$ cat config.mk
export PLATFORM = sky130hd
export DESIGN_NAME = ascii_date_to_day_number
export DESIGN_NICKNAME = d
export VERILOG_FILES = /design/src/rtl/core/adtdn_pkg.sv /design/src/rtl/core/adtdn_front.sv /design/src/rtl/core/adtdn_queue.sv /design/src/rtl/core/adtdn_back.sv /design/src/rtl/core/ascii_date_to_day_number.sv
export SDC_FILE = /design/constraint.sdc
export NUM_CORES = 1
export LEC_CHECK = 0
export BUFFER_PORTS_ARGS = -buffer_cell sky130_fd_sc_hd__buf_2
export CORE_MARGIN = 5
export CORE_UTILIZATION = 59
export DETAILED_ROUTE_END_ITERATION = 16
export PLACE_DENSITY_LB_ADDON = 0.05
export SLEW_MARGIN = 20
export SYNTH_ARGS = -nofsm -noshare
export SYNTH_HDL_FRONTEND = slang
export SYNTH_HIERARCHICAL = 1
export SYNTH_SLANG_ARGS = --single-unit
$ cat constraint.sdc
create_clock -name clock -period 9.5 [get_ports clock]
set_input_delay 1.9 -clock clock [delete_from_list [all_inputs] [get_ports clock]]
set_output_delay 1.9 -clock clock [all_outputs]
set_load 0.01 [all_outputs]
$ cat src/rtl/core/adtdn_pkg.sv
// Shared types, constants and tables for the ASCII date to day number block.
`default_nettype none

package adtdn_pkg;

   localparam int QUEUE_DEPTH_DEFAULT = 2;

   localparam int BYTE_W    = 8;
   localparam int DIGIT_W   = 10;   // byte - '0', signed
   localparam int YEAR_SW   = 20;   // signed weighted year before range check
   localparam int MD_SW     = 14;   // signed weighted month or day
   localparam int YEAR_W    = 14;
   localparam int MONTH_W   = 4;
   localparam int DAY_W     = 5;
   localparam int DBM_W     = 9;    // days before month, up to 334
   localparam int QUOT_W    = 7;    // year / 100, up to 99
   localparam int RECIP_W   = 13;
   localparam int DAYNUM_W  = 22;
   localparam int TDATA_IN_W  = 64;
   localparam int TDATA_OUT_W = 24;

   localparam int ASCII_ZERO = 48;
   localparam int YEAR_MIN   = 1900;
   localparam int YEAR_MAX   = 9999;
   localparam int MONTH_MAX  = 12;
   localparam int DAY_MAX    = 31;
   localparam int DAYS_PER_YEAR = 365;

   // floor(x / 100) == (x * 5243) >> 19 for all x below 10000
   localparam int RECIP_100   = 5243;
   localparam int RECIP_SHIFT = 19;

   typedef struct packed {
      logic                 ok;
      logic [YEAR_W-1:0]    year;
      logic [MONTH_W-1:0]   month;
      logic [DAY_W-1:0]     day;
   } date_type;

   function automatic logic [DBM_W-1:0] days_before_month(input logic [MONTH_W-1:0] month);
      logic [DBM_W-1:0] days;
      case (month)
         4'd1:    days = 9'd0;
         4'd2:    days = 9'd31;
         4'd3:    days = 9'd59;
         4'd4:    days = 9'd90;
         4'd5:    days = 9'd120;
         4'd6:    days = 9'd151;
         4'd7:    days = 9'd181;
         4'd8:    days = 9'd212;
         4'd9:    days = 9'd243;
         4'd10:   days = 9'd273;
         4'd11:   days = 9'd304;
         4'd12:   days = 9'd334;
         default: days = 9'd0;
      endcase
      return days;
   endfunction

endpackage

`default_nettype wire

$ cat src/rtl/core/adtdn_front.sv
// Front part: turns eight ASCII bytes into year, month, day and a range verdict.
`default_nettype none

module adtdn_front (
   input  wire logic [adtdn_pkg::TDATA_IN_W-1:0] req_tdata,
   output adtdn_pkg::date_type                   date
);

   logic signed [adtdn_pkg::DIGIT_W-1:0] digit [8];
   logic signed [adtdn_pkg::YEAR_SW-1:0] year_val;
   logic signed [adtdn_pkg::MD_SW-1:0]   month_val;
   logic signed [adtdn_pkg::MD_SW-1:0]   day_val;

   always_comb begin
      for (int i = 0; i < 8; i++) begin
         digit[i] = $signed({2'b00, req_tdata[i*adtdn_pkg::BYTE_W +: adtdn_pkg::BYTE_W]})
                    - 10'(adtdn_pkg::ASCII_ZERO);
      end
   end

   // no digit check: any byte counts with its weight
   assign year_val  = 20'(digit[0]) * 20'sd1000 + 20'(digit[1]) * 20'sd100
                    + 20'(digit[2]) * 20'sd10   + 20'(digit[3]);
   assign month_val = 14'(digit[4]) * 14'sd10 + 14'(digit[5]);
   assign day_val   = 14'(digit[6]) * 14'sd10 + 14'(digit[7]);

   always_comb begin
      date.ok    = (day_val   >= 14'sd1) && (day_val   <= 14'(adtdn_pkg::DAY_MAX))
                && (month_val >= 14'sd1) && (month_val <= 14'(adtdn_pkg::MONTH_MAX))
                && (year_val  >= 20'(adtdn_pkg::YEAR_MIN))
                && (year_val  <= 20'(adtdn_pkg::YEAR_MAX));
      date.year  = year_val[adtdn_pkg::YEAR_W-1:0];
      date.month = month_val[adtdn_pkg::MONTH_W-1:0];
      date.day   = day_val[adtdn_pkg::DAY_W-1:0];
   end

endmodule

`default_nettype wire

$ cat src/rtl/core/adtdn_queue.sv
// Small FIFO of classified dates between the front and back parts.
`default_nettype none

module adtdn_queue #(
   parameter int DEPTH = adtdn_pkg::QUEUE_DEPTH_DEFAULT
) (
   input  wire logic                clock,
   input  wire logic                reset,
   input  wire logic                push,
   input  wire adtdn_pkg::date_type push_data,
   output logic                     not_full,
   input  wire logic                pop,
   output logic                     not_empty,
   output adtdn_pkg::date_type      head
);

   localparam int PTR_W = $clog2(DEPTH);
   localparam int CNT_W = $clog2(DEPTH + 1);

   adtdn_pkg::date_type entry_ff [DEPTH];
   logic [PTR_W-1:0] wr_ptr_ff, wr_ptr_in;
   logic [PTR_W-1:0] rd_ptr_ff, rd_ptr_in;
   logic [CNT_W-1:0] count_ff,  count_in;

   assign not_full  = (count_ff != CNT_W'(DEPTH));
   assign not_empty = (count_ff != '0);
   assign head      = entry_ff[rd_ptr_ff];

   always_comb begin
      wr_ptr_in = wr_ptr_ff;
      rd_ptr_in = rd_ptr_ff;
      count_in  = count_ff;
      if (push) begin
         wr_ptr_in = (wr_ptr_ff == PTR_W'(DEPTH - 1)) ? '0 : wr_ptr_ff + PTR_W'(1);
      end
      if (pop) begin
         rd_ptr_in = (rd_ptr_ff == PTR_W'(DEPTH - 1)) ? '0 : rd_ptr_ff + PTR_W'(1);
      end
      if (push && !pop) begin
         count_in = count_ff + CNT_W'(1);
      end else if (pop && !push) begin
         count_in = count_ff - CNT_W'(1);
      end
   end

   always_ff @(posedge clock) begin
      if (reset) begin
         wr_ptr_ff <= '0;
         rd_ptr_ff <= '0;
         count_ff  <= '0;
      end else begin
         wr_ptr_ff <= wr_ptr_in;
         rd_ptr_ff <= rd_ptr_in;
         count_ff  <= count_in;
      end
   end

   always_ff @(posedge clock) begin
      if (push) begin
         entry_ff[wr_ptr_ff] <= push_data;
      end
   end

endmodule

`default_nettype wire

$ cat src/rtl/core/adtdn_back.sv
// Back part: two-stage day number pipeline with an output register.
`default_nettype none

module adtdn_back (
   input  wire logic                              clock,
   input  wire logic                              reset,
   input  wire logic                              head_valid,
   input  wire adtdn_pkg::date_type               head,
   output logic                                   head_pop,
   output logic                                   rsp_valid,
   input  wire logic                              rsp_ready,
   output logic [adtdn_pkg::DAYNUM_W-1:0]         rsp_day_number
);

   localparam int PROD_W = adtdn_pkg::YEAR_W + adtdn_pkg::RECIP_W;
   localparam int YW     = adtdn_pkg::YEAR_W;
   localparam int QW     = adtdn_pkg::QUOT_W;
   localparam int NW     = adtdn_pkg::DAYNUM_W;

   // stage A: divisions by reciprocal, 365*(y-1), month table
   logic [YW-1:0]     prev;
   logic [PROD_W-1:0] prev_prod, year_prod;

   logic                            a_valid_ff, a_valid_in;
   logic                            a_ok_ff;
   logic [adtdn_pkg::DAY_W-1:0]     a_day_ff;
   logic [adtdn_pkg::DBM_W-1:0]     a_dbm_ff;
   logic                            a_late_ff;     // past February, year divisible by 4
   logic [YW-1:0]                   a_year_ff;
   logic [QW-1:0]                   a_qy_ff;       // year / 100
   logic [QW-1:0]                   a_qp_ff;       // (year-1) / 100
   logic [YW-3:0]                   a_prev_q4_ff;  // (year-1) / 4
   logic [NW-1:0]                   a_p365_ff;

   // stage B: leap fixup and final sum
   logic [YW-1:0] rem100;
   logic          leap_day;
   logic [NW-1:0] total;

   logic          out_valid_ff, out_valid_in;
   logic [NW-1:0] out_day_ff;
   logic          out_free, a_free;

   assign out_free  = !out_valid_ff || rsp_ready;
   assign a_free    = !a_valid_ff || out_free;
   assign head_pop  = head_valid && a_free;

   assign prev      = head.year - YW'(1);
   assign prev_prod = PROD_W'(prev) * PROD_W'(adtdn_pkg::RECIP_100);
   assign year_prod = PROD_W'(head.year) * PROD_W'(adtdn_pkg::RECIP_100);

   assign rem100   = a_year_ff - YW'(a_qy_ff) * YW'(100);
   assign leap_day = a_late_ff && ((rem100 != '0) || (a_qy_ff[1:0] == 2'b00));
   assign total    = a_p365_ff + NW'(a_prev_q4_ff) - NW'(a_qp_ff) + NW'(a_qp_ff[QW-1:2])
                   + NW'(a_dbm_ff) + NW'(a_day_ff) + NW'(leap_day);

   assign a_valid_in   = head_pop   || (a_valid_ff && !out_free);
   assign out_valid_in = (a_valid_ff && out_free) || (out_valid_ff && !rsp_ready);

   always_ff @(posedge clock) begin
      if (reset) begin
         a_valid_ff   <= 1'b0;
         out_valid_ff <= 1'b0;
      end else begin
         a_valid_ff   <= a_valid_in;
         out_valid_ff <= out_valid_in;
      end
   end

   always_ff @(posedge clock) begin
      if (head_pop) begin
         a_ok_ff      <= head.ok;
         a_day_ff     <= head.day;
         a_dbm_ff     <= adtdn_pkg::days_before_month(head.month);
         a_late_ff    <= (head.month > adtdn_pkg::MONTH_W'(2)) && (head.year[1:0] == 2'b00);
         a_year_ff    <= head.year;
         a_qy_ff      <= year_prod[adtdn_pkg::RECIP_SHIFT +: QW];
         a_qp_ff      <= prev_prod[adtdn_pkg::RECIP_SHIFT +: QW];
         a_prev_q4_ff <= prev[YW-1:2];
         a_p365_ff    <= NW'(prev) * NW'(adtdn_pkg::DAYS_PER_YEAR);
      end
      if (a_valid_ff && out_free) begin
         out_day_ff <= a_ok_ff ? total : '0;
      end
   end

   assign rsp_valid      = out_valid_ff;
   assign rsp_day_number = out_day_ff;

endmodule

`default_nettype wire

$ cat src/rtl/core/ascii_date_to_day_number.sv
// Top level of the ASCII date (YYYYMMDD) to Gregorian day number converter.
// Takes one date per item as eight ASCII bytes and returns one day number per
// item: day + days of the preceding months (+1 after February in a leap year)
// + 365*(y-1) + (y-1)/4 - (y-1)/100 + (y-1)/400. Each byte counts as its code
// minus '0' with no digit check. The result is zero unless day is 1..31,
// month is 1..12 and year is 1900..9999; the day is not checked against the
// length of its month, so February 31 lands two or three days into March. The
// block keeps no state between items. Throughput is one item per cycle while
// rsp_tready is high. An accepted date is written into the queue, then loaded
// into the reciprocal divide stage; its final sum then goes into the output
// register. A queue of QUEUE_DEPTH entries between front and back absorbs
// output stalls, and req_tready stays high while the queue has room.
`default_nettype none

module ascii_date_to_day_number #(
   parameter int QUEUE_DEPTH = adtdn_pkg::QUEUE_DEPTH_DEFAULT   // 2..16
) (
   input  wire logic                                clock,
   input  wire logic                                reset,
   // item in
   input  wire logic                                req_tvalid,
   output logic                                     req_tready,
   // [7:0] year_char_thousands, [15:8] year_char_hundreds,
   // [23:16] year_char_tens, [31:24] year_char_units,
   // [39:32] month_char_tens, [47:40] month_char_units,
   // [55:48] day_char_tens, [63:56] day_char_units
   input  wire logic [adtdn_pkg::TDATA_IN_W-1:0]    req_tdata,
   // item out
   output logic                                     rsp_tvalid,
   input  wire logic                                rsp_tready,
   // [21:0] day_number, [23:22] zero
   output logic [adtdn_pkg::TDATA_OUT_W-1:0]        rsp_tdata
);

   adtdn_pkg::date_type              front_date;
   adtdn_pkg::date_type              queue_head;
   logic                             queue_not_full;
   logic                             queue_not_empty;
   logic                             queue_pop;
   logic                             req_take;
   logic [adtdn_pkg::DAYNUM_W-1:0]   day_number;

   assign req_tready = queue_not_full;
   assign req_take   = req_tvalid && queue_not_full;

   // parse digits and range-check the date
   adtdn_front u_front (
      .req_tdata (req_tdata),
      .date      (front_date)
   );

   adtdn_queue #(
      .DEPTH (QUEUE_DEPTH)
   ) u_queue (
      .clock     (clock),
      .reset     (reset),
      .push      (req_take),
      .push_data (front_date),
      .not_full  (queue_not_full),
      .pop       (queue_pop),
      .not_empty (queue_not_empty),
      .head      (queue_head)
   );

   // day number arithmetic and output register
   adtdn_back u_back (
      .clock          (clock),
      .reset          (reset),
      .head_valid     (queue_not_empty),
      .head           (queue_head),
      .head_pop       (queue_pop),
      .rsp_valid      (rsp_tvalid),
      .rsp_ready      (rsp_tready),
      .rsp_day_number (day_number)
   );

   assign rsp_tdata = {(adtdn_pkg::TDATA_OUT_W - adtdn_pkg::DAYNUM_W)'(0), day_number};

endmodule

`default_nettype wire

# Yosys cells after proc, flatten, opt, wreduce, memory -nomap -nowiden

Memories as Yosys holds them, arrays and structs flattened. A register that Yosys moved wholly into a read port is not among the register bits.
Cells that the tools add are included.

Flip-flop bits (word level): 97
Memory bits (writable): 48
Bits in read-only memories: 144
Input port bits: 68
Output and inout port bits: 26
Logic and storage cells: 96
Memories: 2

Memory list:

| name             | words | bits a word | read ports | clocked after Yosys merged registers in | write ports | RTL line          | source |
|---|---|---|---|---|---|---|---|
| (name not given) | 16    | 9           | 1          | 1                                       | 0           | adtdn_pkg.sv:42   | `case (month)` |
| u_queue.entry_ff | 2     | 24          | 1          | 1                                       | 1           | adtdn_queue.sv:20 | `adtdn_pkg::date_type entry_ff [DEPTH];` |

$add $sub $neg: 25
Multiply operators: 9
$lt $le $gt $ge: 7
Equal/unequal tests: 1
Muxes and demuxes: 8
Reduce and logical (&&, ||, !) cells: 30

Operators by type and width:

| cell                   | number |
|---|---|
| $sub 8x6->9 const B    | 8 |
| $mul 14x13->26 const B | 2 |
| $add 22x5->22          | 2 |
| $add 20x20->20         | 2 |
| $mul 9x4->13 const B   | 3 |
| $add 14x9->14          | 2 |
| $ge 14x2->1 const B    | 2 |
| $add 22x1->22          | 1 |
| $add 22x12->22         | 1 |
| $add 22x9->22          | 1 |
| $mul 14x9->22 const B  | 1 |
| $sub 22x7->22          | 1 |
| $add 20x9->20          | 1 |
| $ge 20x12->1 const B   | 1 |
| $le 20x15->1 const B   | 1 |
| $mul 9x8->17 const B   | 1 |
| $mul 9x6->15 const B   | 1 |
| $le 14x5->1 const B    | 1 |
| $le 14x6->1 const B    | 1 |
| $logic_and 1x1->1      | 14 |
| $reduce_bool 14->1     | 1 |
| $sub 14x1->14 const B  | 1 |
| $sub 14x14->14         | 1 |
| $mul 7x5->12 const B   | 1 |
| 11 further kinds       | 29 |

# Logic depth before layout (Yosys ltp)

Word-level depth: 9
Mapped depth: 34

# Cells and area by module

Netlist, hierarchy kept.

By module, submodules not included:

| module                   | times used | cells an instance | area an instance (um2) | seq. area each (um2) |
|---|---|---|---|---|
| adtdn_back               | 1          | 1418              | 15185.8                | 3042.9 |
| adtdn_front              | 1          | 803               | 6835.3                 | 0.0 |
| adtdn_queue              | 1          | 97                | 1939.4                 | 1541.5 |
| ascii_date_to_day_number | 1          | 4                 | 25.0                   | 0.0 |

# Worst setup path after synthesis

OpenSTA, ideal clock, no wires.

Path kind: input to register
Start: input req_tdata[4] (netlist name)
End: memory u_queue/entry_ff[0][23] (netlist name), data pin
Data arrival time: 9173 ps
Data required time: 9318 ps
Path slack: 145 ps
Stages: 29
Path buffers: 0
Cells stage by stage: ha_1 > nor3_1 > fa_1 > fa_1 > inv_1 > fa_1 > inv_1 > fa_1 > ha_1 > a21oi_1 > nor2b_1 > o21a_1 > o41ai_1 > xnor2_1 > fa_1 > inv_1 > fa_1 > inv_1 > ha_1 > nand2b_1 > o22a_1 > o311ai_0 > nor4_1 > nand2_1 > nor4_1 > nand4_1 > nor4_4 > nand4_1 > nor4_2

RTL lines:

| element         | RTL line                       | source |
|---|---|---|
| start, declared | ascii_date_to_day_number.sv:27 | `input wire logic [adtdn_pkg::TDATA_IN_W-1:0] req_tdata,` |
| end, declared   | adtdn_queue.sv:20              |  |

==> results.md <==
- First-pass GRT wire length: 82.2 mm
- Synth Area in XOR/XNOR: 0.0616
- Largest family of logic cells by synthesized area: adder cells
- Layout cells sized above 1: 0.0725
- GR Overflow Total: 0
- CTS tree: built
- R2r worst-path depth: 27
- CTS Sinks: 155
- Routed len/inst: 16.4 um
- Wirelength, routed: 48.8 mm
- Largest fanout on the critical path: 4
- Rows: 73
- Area after DPL: 25200 um2
- Worst Setup Start Kind: input pin
- H-tree depth: 4
- Peak Freq: 112 MHz
- Post-synthesis adder-cell area fraction: 0.483
- Die area: 44800 um2
- Syn_area_per_cell: 10.3 um2
- Largest net degree at the start of global routing: 81
- Synth cell types: 85
- Area growth syn-to-layout: 7.85%
- Total GRT Usage: 0.225
- DRC viols: 0
- Remaining antenna violation count: 0
- Slowest CP cell: fa_1
- Hold_buf cts: 0
- Max-cap violations: 0
- Worst EP arrival: 9.18 ns
- Non-Filler Instances: 2979
- Initial antenna violation count: 1
- Least-Margin Pin Slew: 1.05 ns
- CP top delay family: adder cells
- TritonCTS Buffers: 17
- Seq/Total Area, Yosys: 0.191
- Filler cell count: 3288
- Initial Util: 0.600
- Core Region: 40000 um2
- Min-delay worst type: flop to flop
- Setup violations, final: 0
- Mux contribution to synthesized area: 0.0174
- Gpl congestion: 0.927
- RSZ-0062 raised after global routing: no
- Via count: 16300
- Vias in the first global route: 17000
- Clk slew on worst S/H paths: 0.08 ns
- R2R Setup Slk: 1.09 ns
- Post-synth EDFFs: 148
- Final Hold Slack: 0.520 ns
- Ant diodes: 0
- Worst rel slew slack: 0.300
- # resized after CTS: 0
- Simple-gate area share of the yosys netlist: 0.0664
- Root Driver: clkbuf_16
- CP Class: input pin to flop
- Setup Skew: 0.0201 ns
- Placed Instances: 2947
- Worst EP required: 9.76 ns
- Status: finished clean
- FF-to-FF Start: u_back/a_qy_ff[2]
- Die Wd: 212 um
- Die height: 212 um
- Critical Path Max Stage Delay: 0.55 ns
- Commonest cells after routing, fill and taps aside: inv_1, ha_1, fa_1
- Final Max Tran Viols: 0
- Hold Vio Cnt, Final: 0
- Number of setup buffers added after CTS: 0
- Synth Register Bits: 155
- Final worst path period share: 0.939
- Worst path buffer plus inverter count: 7
- Post-synthesis compound-gate area fraction: 0.0957
- Commonest non-fill, non-tap cell in the layout: inv_1
- I/O Pins: 94
- Clock latency on the worst-skew pair: 0.44 ns
- CP endpoint kind: flop
- Top_reg_cell synth: edfxtp_1
- Min-Delay Path Depth: 2
- Initial DRC count: 681
- Synth Cell Area: 24000 um2
- Hold endpoint: u_queue/rd_ptr_ff
- Gate Count Post-Synth: 2322
- Pre-Repair DR Iteration Count: 5
- CTS Buffer Depth: 2
- I/O Buffers: 91
- Post-route design area: 25900 um2
- FF-to-FF End: u_back/rsp_day_number[21]
- Nets: 3275
- Mean number of vias per cell: 5.47
- Hpwl dp: 41.6 mm
- Ys Warns: 6
- Post-synthesis async set-or-reset flop share: 0
- Final min period: 8.92 ns
- Hold path start: u_queue/rd_ptr_ff
- Setup_tns: 0 ns
==> layout make-up <==
cell class	count	area, um2	share of cell area
clock buffers	17	425	0.0164
clock inverters	15	191	0.00740
inverters	516	1940	0.0749
multi-input cells	1637	17400	0.674
flip-flops and latches	155	4580	0.177
well taps	525	657	0.0254
repair buffers	114	628	0.0243
==> cell usage after synthesis (all sizes together), types with 16 or more instances <==
library cell | instances | area share
inv | 515 | 0.081
ha | 498 | 0.26
fa | 268 | 0.22
edfxtp | 148 | 0.19
xnor2 | 106 | 0.040
nor2 | 101 | 0.016
a21oi | 90 | 0.019
o21ai | 79 | 0.016
nand2 | 60 | 0.0094
xor2 | 57 | 0.021
a21o | 43 | 0.013
nor3 | 31 | 0.0065
mux2 | 27 | 0.013
o21a | 27 | 0.0085
nor2b | 24 | 0.0063
nand3 | 20 | 0.0044
a211oi | 17 | 0.0055
a31oi | 16 | 0.0042
nand2b | 16 | 0.0042
==> kinds of logic (layout without fill, tap and decap cells) <==
family / after synthesis / after routing
AO/OA/AOI/OAI: 351 / 351
XOR/XNOR: 164 / 164
adder cells (fa/ha/maj): 766 / 766
buffers and inverters: 531 / 662
flip-flops: 155 / 155
multiplexers: 37 / 37
other: 1 / 2
AND/OR/NAND/NOR: 317 / 317
==> worst register-to-register path, delay by kind of cell, from the launching register on <==
family / cells / cell delay, ns
compound gates: 10 / 2.49
fa+ha+maj: 10 / 3.81
buf+inv: 2 / 0.14
xor+xnor: 2 / 0.34
flops: 1 / 0.46
simple gates: 3 / 0.92
==> metal layers <==
metal | vias to the layer above | wire [um] | track usage
met2 | 251 | 24300 | 0.394
met3 | 62 | 1830 | 0.0296
li1 | 8002 | - | -
met4 | 2 | 866 | 0.0513
met1 | 7975 | 21700 | 0.300
met5 | - | 20 | 0
==> how the worst max path moves through the flow <==
stage / startpoint / endpoint / cells after the start
3_3_place_gp: req_tdata[4] / u_queue/entry_ff[0][23] / 34
4_1_cts: req_tdata[4] / u_queue/entry_ff[1][23] / 34
3_5_place_dp: req_tdata[4] / u_queue/entry_ff[1][23] / 34
6_report: req_tdata[4] / u_queue/entry_ff[1][23] / 33
2_1_floorplan: req_tdata[4] / u_queue/entry_ff[0][23] / 29
5_1_grt: req_tdata[4] / u_queue/entry_ff[1][23] / 33
==> sequential cells by signal, summed over array words and instances (netlist names), 2 cells and up, named ones only <==
signal and count:
u_back/rsp_day_number 22, u_back/a_prev_q4_ff 12, u_back/a_qp_ff 7, u_back/a_day_ff 5
u_back/a_year_ff 14, u_back/a_qy_ff 7, u_back/a_p365_ff 22, u_back/a_dbm_ff 9
u_queue/count_ff 2, u_queue/entry_ff 48
==> through the flow <==
step,setup WS [ns],util
2_1_floorplan,0.145,-
3_3_place_gp,0.0761,0.630
3_5_place_dp,-0.0623,0.630
4_1_cts,0.420,0.645
5_1_grt,0.0586,0.647
6_report,0.580,0.647
Power is not shown: default switching activity piles up to over one toggle a cycle in this logic, so the estimate is an artifact.
